## src/hdl/video_register_port_with_vram_assert.svh

```systemverilog
// ---------------------------------------------------------------------------
// Assertion macros for the video register port
// Shared forms for concurrent checks on clocked logic with an active-low reset.
// ---------------------------------------------------------------------------
`ifndef VIDEO_REGISTER_PORT_WITH_VRAM_ASSERT_SVH
`define VIDEO_REGISTER_PORT_WITH_VRAM_ASSERT_SVH

// Consequent must hold in the same cycle as the antecedent.
`define VRP_ASSERT_SAME(label, clk, rst_n, ante, cons, msg) \
  label: assert property (@(posedge clk) disable iff (!rst_n) (ante) |-> (cons)) \
    else $error(msg);

// Consequent must hold in the cycle after the antecedent.
`define VRP_ASSERT_NEXT(label, clk, rst_n, ante, cons, msg) \
  label: assert property (@(posedge clk) disable iff (!rst_n) (ante) |=> (cons)) \
    else $error(msg);

`endif

```

## src/hdl/vrp_pkg.sv

```systemverilog
// ---------------------------------------------------------------------------
// vrp_pkg
// Types, codes and address helpers shared by the video register port.
// ---------------------------------------------------------------------------
package vrp_pkg;

  typedef enum logic [1:0] {
    CMD_READ   = 2'd0,
    CMD_WRITE  = 2'd1,
    CMD_STATUS = 2'd2
  } cmd_e;

  // Register numbers within the port.
  localparam logic [2:0] RegCtrl   = 3'd0;
  localparam logic [2:0] RegMask   = 3'd1;
  localparam logic [2:0] RegStatus = 3'd2;
  localparam logic [2:0] RegOamAdr = 3'd3;
  localparam logic [2:0] RegOamDat = 3'd4;
  localparam logic [2:0] RegScroll = 3'd5;
  localparam logic [2:0] RegAddr   = 3'd6;
  localparam logic [2:0] RegData   = 3'd7;

  // Nametable mirroring modes; the undefined codes act as four-screen.
  localparam logic [2:0] MirVert = 3'd0;
  localparam logic [2:0] MirHorz = 3'd1;
  localparam logic [2:0] MirLow  = 3'd2;
  localparam logic [2:0] MirHigh = 3'd3;

  localparam logic [13:0] NameBase = 14'h2000;
  localparam logic [13:0] NameTop  = 14'h3EFF;

  localparam int SpriteMemBytes = 256;
  localparam int SpriteAw       = $clog2(SpriteMemBytes);
  localparam int ColorRamBytes  = 32;
  localparam int ColorAw        = $clog2(ColorRamBytes);

  localparam logic [7:0] GrayMask = 8'h30;

  typedef struct packed {
    logic                re;
    logic                we;
    logic [SpriteAw-1:0] addr;
    logic [7:0]          wdata;
  } spr_req_t;

  // Folds a video address onto the 4 KiB nametable space by mirroring mode.
  function automatic logic [11:0] name_index(input logic [13:0] a, input logic [2:0] mode);
    logic [11:0] r;
    unique case (mode)
      MirVert: r = {1'b0, a[10:0]};
      MirHorz: r = {1'b0, a[11], a[9:0]};
      MirLow:  r = {2'b00, a[9:0]};
      MirHigh: r = {2'b01, a[9:0]};
      default: r = a[11:0];
    endcase
    return r;
  endfunction

  // Entry zero of each sprite palette mirrors the matching background entry.
  function automatic logic [ColorAw-1:0] color_index(input logic [ColorAw-1:0] a);
    logic [ColorAw-1:0] r;
    r = a;
    if (a[4] && (a[1:0] == 2'b00)) begin
      r[4] = 1'b0;
    end
    return r;
  endfunction

endpackage

```

## src/hdl/vrp_sprite_ram.sv

```systemverilog
// ---------------------------------------------------------------------------
// vrp_sprite_ram
// Sprite attribute memory with registered read and per-entry valid bits.
// ---------------------------------------------------------------------------
module vrp_sprite_ram (
  input  logic               clk_i,
  input  logic               rst_ni,
  input  vrp_pkg::spr_req_t  req_i,
  output logic [7:0]         rdata_o
);
  import vrp_pkg::*;

  logic [7:0]                mem [SpriteMemBytes];
  logic [SpriteMemBytes-1:0] vld_q;
  logic [7:0]                rd_q;
  logic                      rd_vld_q;

  // An entry never written reads as zero.
  always_ff @(posedge clk_i or negedge rst_ni) begin
    if (!rst_ni) begin
      vld_q    <= '0;
      rd_vld_q <= 1'b0;
    end else begin
      if (req_i.we) begin
        vld_q[req_i.addr] <= 1'b1;
      end
      if (req_i.re) begin
        rd_vld_q <= vld_q[req_i.addr];
      end
    end
  end

  always_ff @(posedge clk_i) begin
    if (req_i.we) begin
      mem[req_i.addr] <= req_i.wdata;
    end
    if (req_i.re) begin
      rd_q <= mem[req_i.addr];
    end
  end

  assign rdata_o = rd_vld_q ? rd_q : 8'h00;

endmodule

```

## config.mk

```make
export PLATFORM = sky130hd
export DESIGN_NAME = vrp_sprite_ram
export DESIGN_NICKNAME = d
export VERILOG_FILES = /design/src/hdl/video_register_port_with_vram_assert.svh /design/src/hdl/vrp_pkg.sv /design/src/hdl/vrp_sprite_ram.sv
export SDC_FILE = /design/constraint.sdc
export NUM_CORES = 2
export LEC_CHECK = 0
export BUFFER_PORTS_ARGS = -buffer_cell sky130_fd_sc_hd__buf_2
export CELL_PAD_IN_SITES_DETAIL_PLACEMENT = 1
export CELL_PAD_IN_SITES_GLOBAL_PLACEMENT = 1
export CORE_MARGIN = 4
export CORE_UTILIZATION = 56
export CTS_CLUSTER_SIZE = 10
export DETAILED_ROUTE_END_ITERATION = 7
export PLACE_DENSITY = 0.85
export SETUP_SLACK_MARGIN = 0.4
export SYNTH_ARGS = -nofsm -noshare
export SYNTH_HDL_FRONTEND = slang
export SYNTH_SLANG_ARGS = --single-unit
```

## constraint.sdc

```tcl
create_clock -name clk_i -period 3.5 [get_ports clk_i]
set_input_delay 0 -clock clk_i [delete_from_list [all_inputs] [get_ports clk_i]]
set_output_delay 0 -clock clk_i [all_outputs]
set_load 0.03 [all_outputs]
```

---- Word level (Yosys, flattened, before mapping) ----
Memories as Yosys holds them, arrays and structs flattened. A register that Yosys moved wholly into a read port is not among the register bits.
Index checks and enable logic that the tools add are counted.
cells by class
  $lt $le $gt $ge ......................... 2
  muxes and demuxes ....................... 7
  bitwise logic cells ..................... 1
  reductions and logical operators ........ 1
operators with widths
  cell                  count
  $or A256 B256 Y256    1
  $lt A8 B9 Y1 const B  1
  $bmux W1 S8           1
  $demux W1 S8          1
  $ge A8 B1 Y1 const B  1
  $mux W8               1
  $mux W1               4
  $logic_and A1 B1 Y1   1
word-level totals
  word-level logic and storage cells ...... 14
  memories kept ........................... 1
  bits of input ports ..................... 20
  output and inout bits ................... 8
  memory bits (writable) .................. 2048
  bits in registers ....................... 257
memories
  name  words  bits a word  rd ports  clocked after memory_dff  write ports  line                  source
  mem   256    8            1         1                         1            vrp_sprite_ram.sv:13  logic [7:0] mem [SpriteMemBytes];

---- Depth between registers and ports, before layout ----
  depth after elaboration ................. 5
  gate-level depth with buffers ........... 13
  mapped depth without buffers ............ 7

---- Least setup slack after synthesis ----
Ideal clock, no wire load.
  path type ............................... in2reg
  start ................................... input req_i[8] in the netlist's numbering
  end ..................................... register rd_q[0], read port of mem, data pin
  library setup time ...................... 0.263 ns
  buffers on the path ..................... 4
  setup slack ............................. 0.762 ns
  stages .................................. 9
  arrival ................................. 2.475 ns
  cells stage by stage .................... buf_6 buf_2 buf_2 buf_2 mux4_2 mux4_2 nand3_1 nand3_1 a2111o_1
RTL lines
  item                line                  source
  start: declaration  vrp_sprite_ram.sv:8   input vrp_pkg::spr_req_t req_i,
  end: declaration    vrp_sprite_ram.sv:15  logic [7:0] rd_q;

==> impl_metrics.yaml <==
outcome:
  status: "complete, no violations"
cts:
  clk_pin_slew_ns: 0.06
  max-clock-path-buffers: 4
  cts_max_level: 5
  cts_setup_buffers: 0
  clock_latency_ns: 0.93
  cts_tree: "done"
  clock_sinks: 2313
  cts_made_buffers: 282
  root_buffer: "clkbuf_16"
sta:
  tightest_slew_ns: 1.43
  finalMaxSlewViolations: 0
  finalSetupViolCount: 0
  fin_skew_ns: 0.0724
  finalCritPeriodShare_pct: 90.0
  fmax_mhz: 317
  fin_tns_setup_ns: 0
  fin_crit_ns: 3.15
  rsz0062_at_grt: "false"
  hold_violations: 0
  max_slew_margin_pct: 4.40
critical_path:
  worstPathMaxFanout: 1
  reg2reg_depth: 5
  setup.worst_path.class: "flop to flop"
  reg2reg_from: "mem[83][1]"
  worstSetupEndpointType: "flop"
  required_ns: 4.13
  timing.rr.end: "rd_q[1]"
  arrival_ns: 3.78
  endpoint: "rd_q[1]"
  cp-start-kind: "flop"
  rrSetupSlack_ns: 0.35
  crit_start: "mem[83][1]"
global_route:
  grt.overflow.total: 0
  track_usage_pct: 35.5
  grt_pass1_vias: 52100
  grt_max_degree: 160
  antenna_found_initial: 22
  grt_pass1_wl_mm: 415
floorplanning:
  coreArea_mm2: 0.159
  dieArea_mm2: 0.167
  rows: 146
  start_util_pct: 56.5
  top_level_ports: 28
  die_y_um: 408
  die_x_um: 408
layout:
  drive_gt1_share_pct: 36.0
  area_growth_pct: 15.4
  fin_util_pct: 65.2
  nNetsFinal: 4641
  fin_area_mm2: 0.103
drt:
  drt_wl_total_mm: 291
  wl_per_cell_um: 42.3
  drtIter0Drc: 8982
  dr.pass1.iters: 6
  drcViolationCount: 0
  vias: 50100
  routed_via_density: 7.26
  antenna_left: 0
logic_synthesis:
  synth_top_area_share_pct: 68.9
  synth.most_common_cell: "edfxtp_1"
  synth_area_mm2: 0.0896
  synth_common_cells: "2056 x edfxtp_1, 700 x mux4_2, 268 x nor2_1"
  yosys_warnings: 0
  synth_area_leaders: "edfxtp_1 69%, mux4_2 18%, dfrtp_1 7.2%"
  synth_cell_types: 49
  synth_area_leader_cell: "edfxtp_1"
  synth_edf_count: 2056
  syn_avg_cell_area_um2: 21.9
  synth-seq-area-share_pct: 76.1
  syn-num-nets: 4107
  dominantRegCellSynth: "edfxtp_1"
  netlist_instances: 4087
  ys_async_sr_fraction_pct: 11.1
  synth-seq-cells: 2313
min_path:
  worstHoldStart: "req_i[10]"
  holdPathStages: 4
  min-delay-path-class: "input port to flop"
power_and_ir_drop:
  p_per_area_mw_per_mm2: 588
  vdd_ir_drop_max_v: 0.000565
  p_leak_nw: 35.3
  finalPower_mw: 60.9
placement:
  placedInstanceArea_mm2: 0.0953
  gp_congestion: 0.880
  portBuffers: 27
  dp_hpwl_mm: 159
flow_run:
  maxCapViolCount: 0
stage by stage:
step | hold slack, ns | worst slack [ns] | cells
finish | 0.170 | 0.349 | 6893
global route | 0.147 | 0.424 | 6883
detailed placement | 0.0138 | -0.220 | 6393
global placement | 0.00579 | -0.0194 | 6393
floorplan | -0.296 | 0.762 | 4087
CTS | 0.0929 | 0.433 | 6882
worst max-delay path, cell delays in order, from the launching register on:
cell and delay [ns]:
edfxtp_1 0.42, mux4_2 0.55, mux4_2 0.52, a22oi_1 0.51
a21oi_1 0.35, or4_1 0.50
flip-flops by register name, indices dropped and copies added, names as in the netlist:
name	count
mem	2048
rd_q	8
rd_vld_q	1
vld_q	256
layout make-up:
type	instances	area [um2]
clock inverters	6	77.6
multi-input cells	1542	20400
inverters	4	15.0
flip-flops and latches	2313	68200
well taps	2072	2590
diodes	11	27.5
fillers	12400	55300
repair buffers	478	4270
clock buffers	467	7880
metal layers:
layer  GRT usage, %  up-vias  routed length (um)
li1               -    17900                   -
met1           46.1    26100               95800
met2           55.3     4857              138000
met3           9.50     1199               36800
met4           20.1       14               20400
met5              0        -                  93
what timing repair did:
| item | 4_1_cts | 5_1_grt |
|---|---|---|
| endpoints found under the hold margin | 989 | 0 |
| hold buffers | 16 | 0 |
| setup endpoints to repair | 0 | 1 |
| resized for setup | 0 | 1 |
where the power goes:
group          internal (mW)  total, mW  switching (mW)
Sequential              30.4       30.6           0.220
Combinational           1.40       3.61            2.21
Clock                   15.3       26.6            11.3
Total                   47.1       60.9            13.8
cells by family after synthesis:
kind of cell / after synthesis / synth area share, %
AO/OA/AOI/OAI: 91 / 0.688
buffers and inverters: 232 / 1.20
flip-flops: 2313 / 76.1
multiplexers: 741 / 18.1
AND/OR/NAND/NOR: 710 / 3.99
how the worst min path moves through the flow:
stage                       end
floorplan              rd_vld_q
global placement      vld_q[50]
detailed placement    vld_q[50]
CTS                     rd_q[5]
global route            rd_q[5]
finish              mem[174][7]
placed cells by master, fill, tap and decap left out, types with 5 or more instances in the layout:
| cell | n |
|---|---|
| buf_4 | 389 |
| a31oi_1 | 10 |
| nor2b_1 | 15 |
| clkbuf_1 | 179 |
| dlygate4sd3_1 | 15 |
| dfrtp_1 | 257 |
| mux2i_1 | 31 |
| nor3_1 | 10 |
| edfxtp_1 | 2056 |
| buf_12 | 46 |
| nand4_1 | 13 |
| buf_8 | 5 |
| nand2_1 | 56 |
| a22oi_1 | 21 |
| nor2_1 | 266 |
| a21oi_1 | 17 |
| buf_2 | 14 |
| mux2_2 | 10 |
| clkbuf_8 | 8 |
| diode_2 | 11 |
| and2_1 | 11 |
| or2_2 | 258 |
| clkbuf_16 | 288 |
| and3_1 | 8 |
| nand3_1 | 49 |
| o21ai_0 | 13 |
| mux4_2 | 700 |
Note: power is estimated with default switching activity, not from simulation.
