## config.mk

```make
export PLATFORM = sky130hd
export DESIGN_NAME = vrp_palette
export DESIGN_NICKNAME = d
export VERILOG_FILES = /design/src/hdl/video_register_port_with_vram_assert.svh /design/src/hdl/vrp_pkg.sv /design/src/hdl/vrp_palette.sv
export SDC_FILE = /design/constraint.sdc
export NUM_CORES = 1
export LEC_CHECK = 0
export BUFFER_PORTS_ARGS = -buffer_cell sky130_fd_sc_hd__buf_2
export CAP_MARGIN = 20
export CORE_ASPECT_RATIO = 0.75
export CORE_UTILIZATION = 50
export CTS_BUF_LIST = sky130_fd_sc_hd__clkbuf_8
export DETAILED_ROUTE_END_ITERATION = 6
export GPL_TIMING_DRIVEN = 1
export PLACE_DENSITY = 0.66
export SETUP_SLACK_MARGIN = 0.05
export SLEW_MARGIN = 20
export SYNTH_ARGS = -nofsm -noshare
export SYNTH_HDL_FRONTEND = slang
export SYNTH_SLANG_ARGS = --single-unit
```

## constraint.sdc

```tcl
create_clock -name clk_i -period 6.79 [get_ports clk_i]
set_input_delay 1.358 -clock clk_i [delete_from_list [all_inputs] [get_ports clk_i]]
set_output_delay 1.358 -clock clk_i [all_outputs]
set_load 0.01 [all_outputs]
```

## src/hdl/video_register_port_with_vram_assert.svh

```systemverilog
// ---------------------------------------------------------------------------
// Assertion macros for the video register port
// Shared forms for concurrent checks on clocked logic with an active-low reset.
// ---------------------------------------------------------------------------
`ifndef VIDEO_REGISTER_PORT_WITH_VRAM_ASSERT_SVH
`define VIDEO_REGISTER_PORT_WITH_VRAM_ASSERT_SVH

// Consequent must hold in the same cycle as the antecedent.
`define VRP_ASSERT_SAME(label, clk, rst_n, ante, cons, msg) \
  label: assert property (@(posedge clk) disable iff (!rst_n) (ante) |-> (cons)) \
    else $error(msg);

// Consequent must hold in the cycle after the antecedent.
`define VRP_ASSERT_NEXT(label, clk, rst_n, ante, cons, msg) \
  label: assert property (@(posedge clk) disable iff (!rst_n) (ante) |=> (cons)) \
    else $error(msg);

`endif

```

## src/hdl/vrp_pkg.sv

```systemverilog
// ---------------------------------------------------------------------------
// vrp_pkg
// Types, codes and address helpers shared by the video register port.
// ---------------------------------------------------------------------------
package vrp_pkg;

  typedef enum logic [1:0] {
    CMD_READ   = 2'd0,
    CMD_WRITE  = 2'd1,
    CMD_STATUS = 2'd2
  } cmd_e;

  // Register numbers within the port.
  localparam logic [2:0] RegCtrl   = 3'd0;
  localparam logic [2:0] RegMask   = 3'd1;
  localparam logic [2:0] RegStatus = 3'd2;
  localparam logic [2:0] RegOamAdr = 3'd3;
  localparam logic [2:0] RegOamDat = 3'd4;
  localparam logic [2:0] RegScroll = 3'd5;
  localparam logic [2:0] RegAddr   = 3'd6;
  localparam logic [2:0] RegData   = 3'd7;

  // Nametable mirroring modes; the undefined codes act as four-screen.
  localparam logic [2:0] MirVert = 3'd0;
  localparam logic [2:0] MirHorz = 3'd1;
  localparam logic [2:0] MirLow  = 3'd2;
  localparam logic [2:0] MirHigh = 3'd3;

  localparam logic [13:0] NameBase = 14'h2000;
  localparam logic [13:0] NameTop  = 14'h3EFF;

  localparam int SpriteMemBytes = 256;
  localparam int SpriteAw       = $clog2(SpriteMemBytes);
  localparam int ColorRamBytes  = 32;
  localparam int ColorAw        = $clog2(ColorRamBytes);

  localparam logic [7:0] GrayMask = 8'h30;

  typedef struct packed {
    logic                re;
    logic                we;
    logic [SpriteAw-1:0] addr;
    logic [7:0]          wdata;
  } spr_req_t;

  // Folds a video address onto the 4 KiB nametable space by mirroring mode.
  function automatic logic [11:0] name_index(input logic [13:0] a, input logic [2:0] mode);
    logic [11:0] r;
    unique case (mode)
      MirVert: r = {1'b0, a[10:0]};
      MirHorz: r = {1'b0, a[11], a[9:0]};
      MirLow:  r = {2'b00, a[9:0]};
      MirHigh: r = {2'b01, a[9:0]};
      default: r = a[11:0];
    endcase
    return r;
  endfunction

  // Entry zero of each sprite palette mirrors the matching background entry.
  function automatic logic [ColorAw-1:0] color_index(input logic [ColorAw-1:0] a);
    logic [ColorAw-1:0] r;
    r = a;
    if (a[4] && (a[1:0] == 2'b00)) begin
      r[4] = 1'b0;
    end
    return r;
  endfunction

endpackage

```

## src/hdl/vrp_palette.sv

```systemverilog
// ---------------------------------------------------------------------------
// vrp_palette
// Palette RAM in flip-flops with mirror folding and grayscale read masking.
// ---------------------------------------------------------------------------
module vrp_palette (
  input  logic                        clk_i,
  input  logic                        rst_ni,
  input  logic [vrp_pkg::ColorAw-1:0] addr_i,
  input  logic                        we_i,
  input  logic [7:0]                  wdata_i,
  input  logic                        gray_i,
  output logic [7:0]                  rdata_o
);
  import vrp_pkg::*;

  logic [7:0]         pal_q [ColorRamBytes];
  logic [ColorAw-1:0] idx;

  assign idx = color_index(addr_i);

  always_ff @(posedge clk_i or negedge rst_ni) begin
    if (!rst_ni) begin
      for (int i = 0; i < ColorRamBytes; i++) begin
        pal_q[i] <= 8'h00;
      end
    end else if (we_i) begin
      pal_q[idx] <= wdata_i;
    end
  end

  assign rdata_o = pal_q[idx] & (gray_i ? GrayMask : 8'hFF);

endmodule

```

# Yosys cells after proc, flatten, opt, wreduce, memory -nomap -nowiden
# Index checks and enable logic that the tools add are counted.
[word_totals] ff_bits=256 input_bits=17 output_inout_bits=8 word_cells=47
[classes] order_cmp=2 mux=8 n_bitwise=2 n_reduce_logical=3
[op_table] op="$bwmux W256" count=1
[op_table] op="$bmux W8 S5" count=1
[op_table] op="$demux W8 S5" count=1
[op_table] op="$mux W8" count=4
[op_table] op="$and A8 B8 Y8" count=1
[op_table] op="$ge A6 B6 Y1 const B" count=1
[op_table] op="$lt A6 B1 Y1 const B" count=1
[op_table] op="$not A5 Y6" count=1
[op_table] op="$logic_and A1 B1 Y1" count=2
[op_table] op="$logic_not A2 Y1" count=1
[op_table] op="$mux W1" count=1

# Longest topological paths before layout
[logic_depth] word_depth=9 mapped_depth=8 ltp_nobuf=4

# Least setup slack after synthesis
# OpenSTA, ideal clock, no wires.
[synth_path] path_kind="input -> output" from="in addr_i[0] in the netlist's numbering" to="out rdata_o[4]" t_arrival_ns=2.721 required_time_ns=5.432 setup_slack_ns=2.711 path_stages=6 n_path_buf=2 path_cell_list="buf_4 -> buf_2 -> mux2_2 -> a221oi_1 -> a21oi_1 -> a311o_1"
[synth_via] elab_chain_cells=8
[synth_rtl] element="start, declared" line="vrp_palette.sv:8" text="input logic [vrp_pkg::ColorAw-1:0] addr_i,"
[synth_rtl] element="$logic_not A2 Y1" line="vrp_pkg.sv:63" text="if (a[4] && (a[1:0] == 2'b00)) begin"
[synth_rtl] element="$logic_and A1 B1 Y1" line="vrp_pkg.sv:63"
[synth_rtl] element="$mux W1" line="vrp_pkg.sv:63"
[synth_rtl] element="$not A5 Y6 (not written as such) (*)" line="vrp_palette.sv:31" text="assign rdata_o = pal_q[idx] & (gray_i ? GrayMask : 8'hFF);"
[synth_rtl] element="$bmux W8 S5 (*)" line="vrp_palette.sv:31"
[synth_rtl] element="$mux W8 (not written as such) (*) (2 in a row)" line="vrp_palette.sv:31"
[synth_rtl] element="$and A8 B8 Y8 (*)" line="vrp_palette.sv:31"
[synth_rtl] element="end, declared" line="vrp_palette.sv:12" text="output logic [7:0] rdata_o"
# Every way passes the cells marked *; elsewhere a longest branch is shown, timed or not. The select of a mux whose other input is x is not followed.

# Final worst setup path
[layout_path] from="in addr_i[0] in the netlist's numbering" to="out rdata_o[0]"
# The elaborated chain is that of the path after synthesis.

==> flow_metrics.env <==
export IMPL_fp_row_count=45
export IMPL_p_per_area_mw_per_mm2=303
export IMPL_rsz0062_at_grt="false"
export IMPL_synth_async_reset_ratio_pct=100
export IMPL_synth_yosys_seq_area_share_pct=52.5
export IMPL_setup_ws_ns=1.58
export IMPL_syn_inst=716
export IMPL_drive_above_1_share_pct=52.7
export IMPL_grt_max_degree=81
export IMPL_synth_cell_area_sq_mm=0.0107
export IMPL_synth_area_per_cell_sq_um=14.9
export IMPL_dpl_cell_count=966
export IMPL_reg_top3="pal_q (224)"
export IMPL_ant_nets=0
export IMPL_total_power_w=0.00352
export IMPL_clock_latency_ns=0.52
export IMPL_first_global_vias=6665
export IMPL_firstDrtPassIters=5
export IMPL_numCtsBuffers=37
export IMPL_hold_buffers=0
export IMPL_maxSlewHeadroom_pct=31.1
export IMPL_hp_class="reg2reg"
export IMPL_initial_core_util_pct=52.0
export IMPL_cts_repair_resized=0
export IMPL_num_antenna_cells=0
export IMPL_routabilityCongestion=0.843
export IMPL_regMostFlops="pal_q"
export IMPL_yosys_warnings=0
export IMPL_worstSetupEndpointType="output port"
export IMPL_ir_drop_uv=191
export IMPL_wl_per_cell_microns=24.4
export IMPL_ys_seq_elements=224
export IMPL_vias=6313
export IMPL_p_leak_nw=5.13
export IMPL_dp_slack_ns=1.53
export IMPL_clk_pin_slew_ns=0.06
export IMPL_drt_vias_per_instance=6.14
export IMPL_synth_most_common_cell="mux2_2"
export IMPL_path_class="in2out"
export IMPL_drv_slew=0
export IMPL_area_growth_pct=8.71
export IMPL_io_pins=25
export IMPL_setup_tns_ns=0
export IMPL_worstPathRequired_ns=5.43
export IMPL_final_hold_viol_count=0
export IMPL_fin_crit_sh_pct=76.7
export IMPL_die_area_sq_mm=0.0219
export IMPL_synthDominantCellAreaShare_pct=52.5
export IMPL_syn_nets=733
export IMPL_h_tree_depth=2
export IMPL_period_needed_ns=5.21
export IMPL_setup_violations=0
export IMPL_clock_sinks=224
export IMPL_clockBufferDepth=3
export IMPL_cp_arrival_ns=3.85
export IMPL_crit_path_start_kind="input port"
export IMPL_wirelength_microns=25100
export IMPL_synth_edff_count=0
export IMPL_finalClockSkew_ns=0
export IMPL_post_cts_buffers=0
export IMPL_die_x_microns=171
export IMPL_die_height_microns=129
export IMPL_worst_slew_pin_slew_ns=1.03
export IMPL_drc=0
export IMPL_status="complete, no violations"
export IMPL_first_iter_violations=447
export IMPL_max_freq_mhz=192
export IMPL_cts_tree="done"
export IMPL_cp_max_fo=37
export IMPL_synth_common_cells="mux2_2, dfrtp_1, nand3_1"
export IMPL_synth_cell_types=39
export IMPL_utilization_pct=56.5
export IMPL_grtUsageTotal_pct=24.5
export IMPL_synth_main_ff_cell="dfrtp_1"
export IMPL_grt_pass1_wl_microns=40500
export IMPL_fill_cells=1631
export IMPL_synthTopCellsByArea="dfrtp_1, mux2_2, mux4_2"
export IMPL_maxCapViolCount=0
export IMPL_grt_overflow=0
export IMPL_synth_area_leader_cell="dfrtp_1"
export IMPL_nets=740
export IMPL_core_region_area_sq_mm=0.0206
export IMPL_root_buffer="clkbuf_8"
export IMPL_final_cells=1029
export IMPL_dpl_hpwl_microns=15500
export IMPL_largest_register_ffs=224
export IMPL_antenna_found_initial=0
export IMPL_portBuffers=24
## final timing paths
path	startpoint	to	slack (ns)	cells past startpoint
max	addr_i[0]	rdata_o[0]	1.58	7
min	pal_q[238]	pal_q[238]	0.50	1
max reg2reg	pal_q[199]	pal_q[199]	5.99	1
min reg2reg	pal_q[238]	pal_q[238]	0.50	1
max in group asynchronous	rst_ni	pal_q[155]	4.63	2
min in group asynchronous	rst_ni	pal_q[2]	0.76	1
## area by class of cell
class	instances	area (sq um)	share of cell area (%)
Clock inverter	15	66.3	0.571
Tap cell	282	353	3.04
Multi-Input combinational cell	431	4750	40.9
Timing Repair Buffer	29	174	1.50
Clock buffer	48	661	5.69
Sequential cell	224	5610	48.3
## per-stage QoR
| step | area (sq um) | hold slack (ns) |
|---|---|---|
| final | 11600 | 0.500 |
| after global placement | 10900 | 0.482 |
| after CTS | 11600 | 0.502 |
| after global routing | 11600 | 0.508 |
| after detailed placement | 10900 | 0.489 |
| after floorplan | 10700 | 0.474 |
## critical path, cell delays in order
cell and delay, ns:
buf_4 0.42, buf_4 0.67, mux4_2 0.62, nand3_1 0.18, and4_1 0.29, a31oi_1 0.10, buf_2 0.15
## layer usage
metal  GRT usage, %  vias up  part of all wire, %
li1               -     2712                    -
met1           37.2     3354                   48
met2           34.1      192                   43
met3           6.58       55                  7.0
met4           6.89        0                  2.1
met5           1.30        -                    0
## placed cells by master (no fill, tap or decap), types with 6 or more instances in the layout
cell type	Yosys	layout
and4_1	6	6
a22oi_1	16	16
nand3_1	34	34
dfrtp_1	224	224
a31oi_1	6	6
clkbuf_8	0	48
a211o_1	12	12
nor2_4	7	7
inv_1	0	11
mux2_4	24	24
mux4_2	32	32
nor2_2	8	8
mux2_2	232	232
a221oi_1	16	16
buf_2	19	22
nand2_1	6	6
## report_power, final
part	internal (W)	leakage [nW]	switching [W]
combinational	0.000357	1.85	0.000249
clock	0.000630	0.412	0.000534
sequential	0.00161	2.86	0.000141
## logic make-up (layout without fill, tap and decap cells)
logic type      after synthesis  after routing  share of synthesized area, %
mux                         288            288                          34.6
flops                       224            224                          52.5
simple gates                 85             85                          5.36
buf+inv                      61             92                          3.04
compound gates               58             58                          4.51
(Power assumes the default switching activity.)
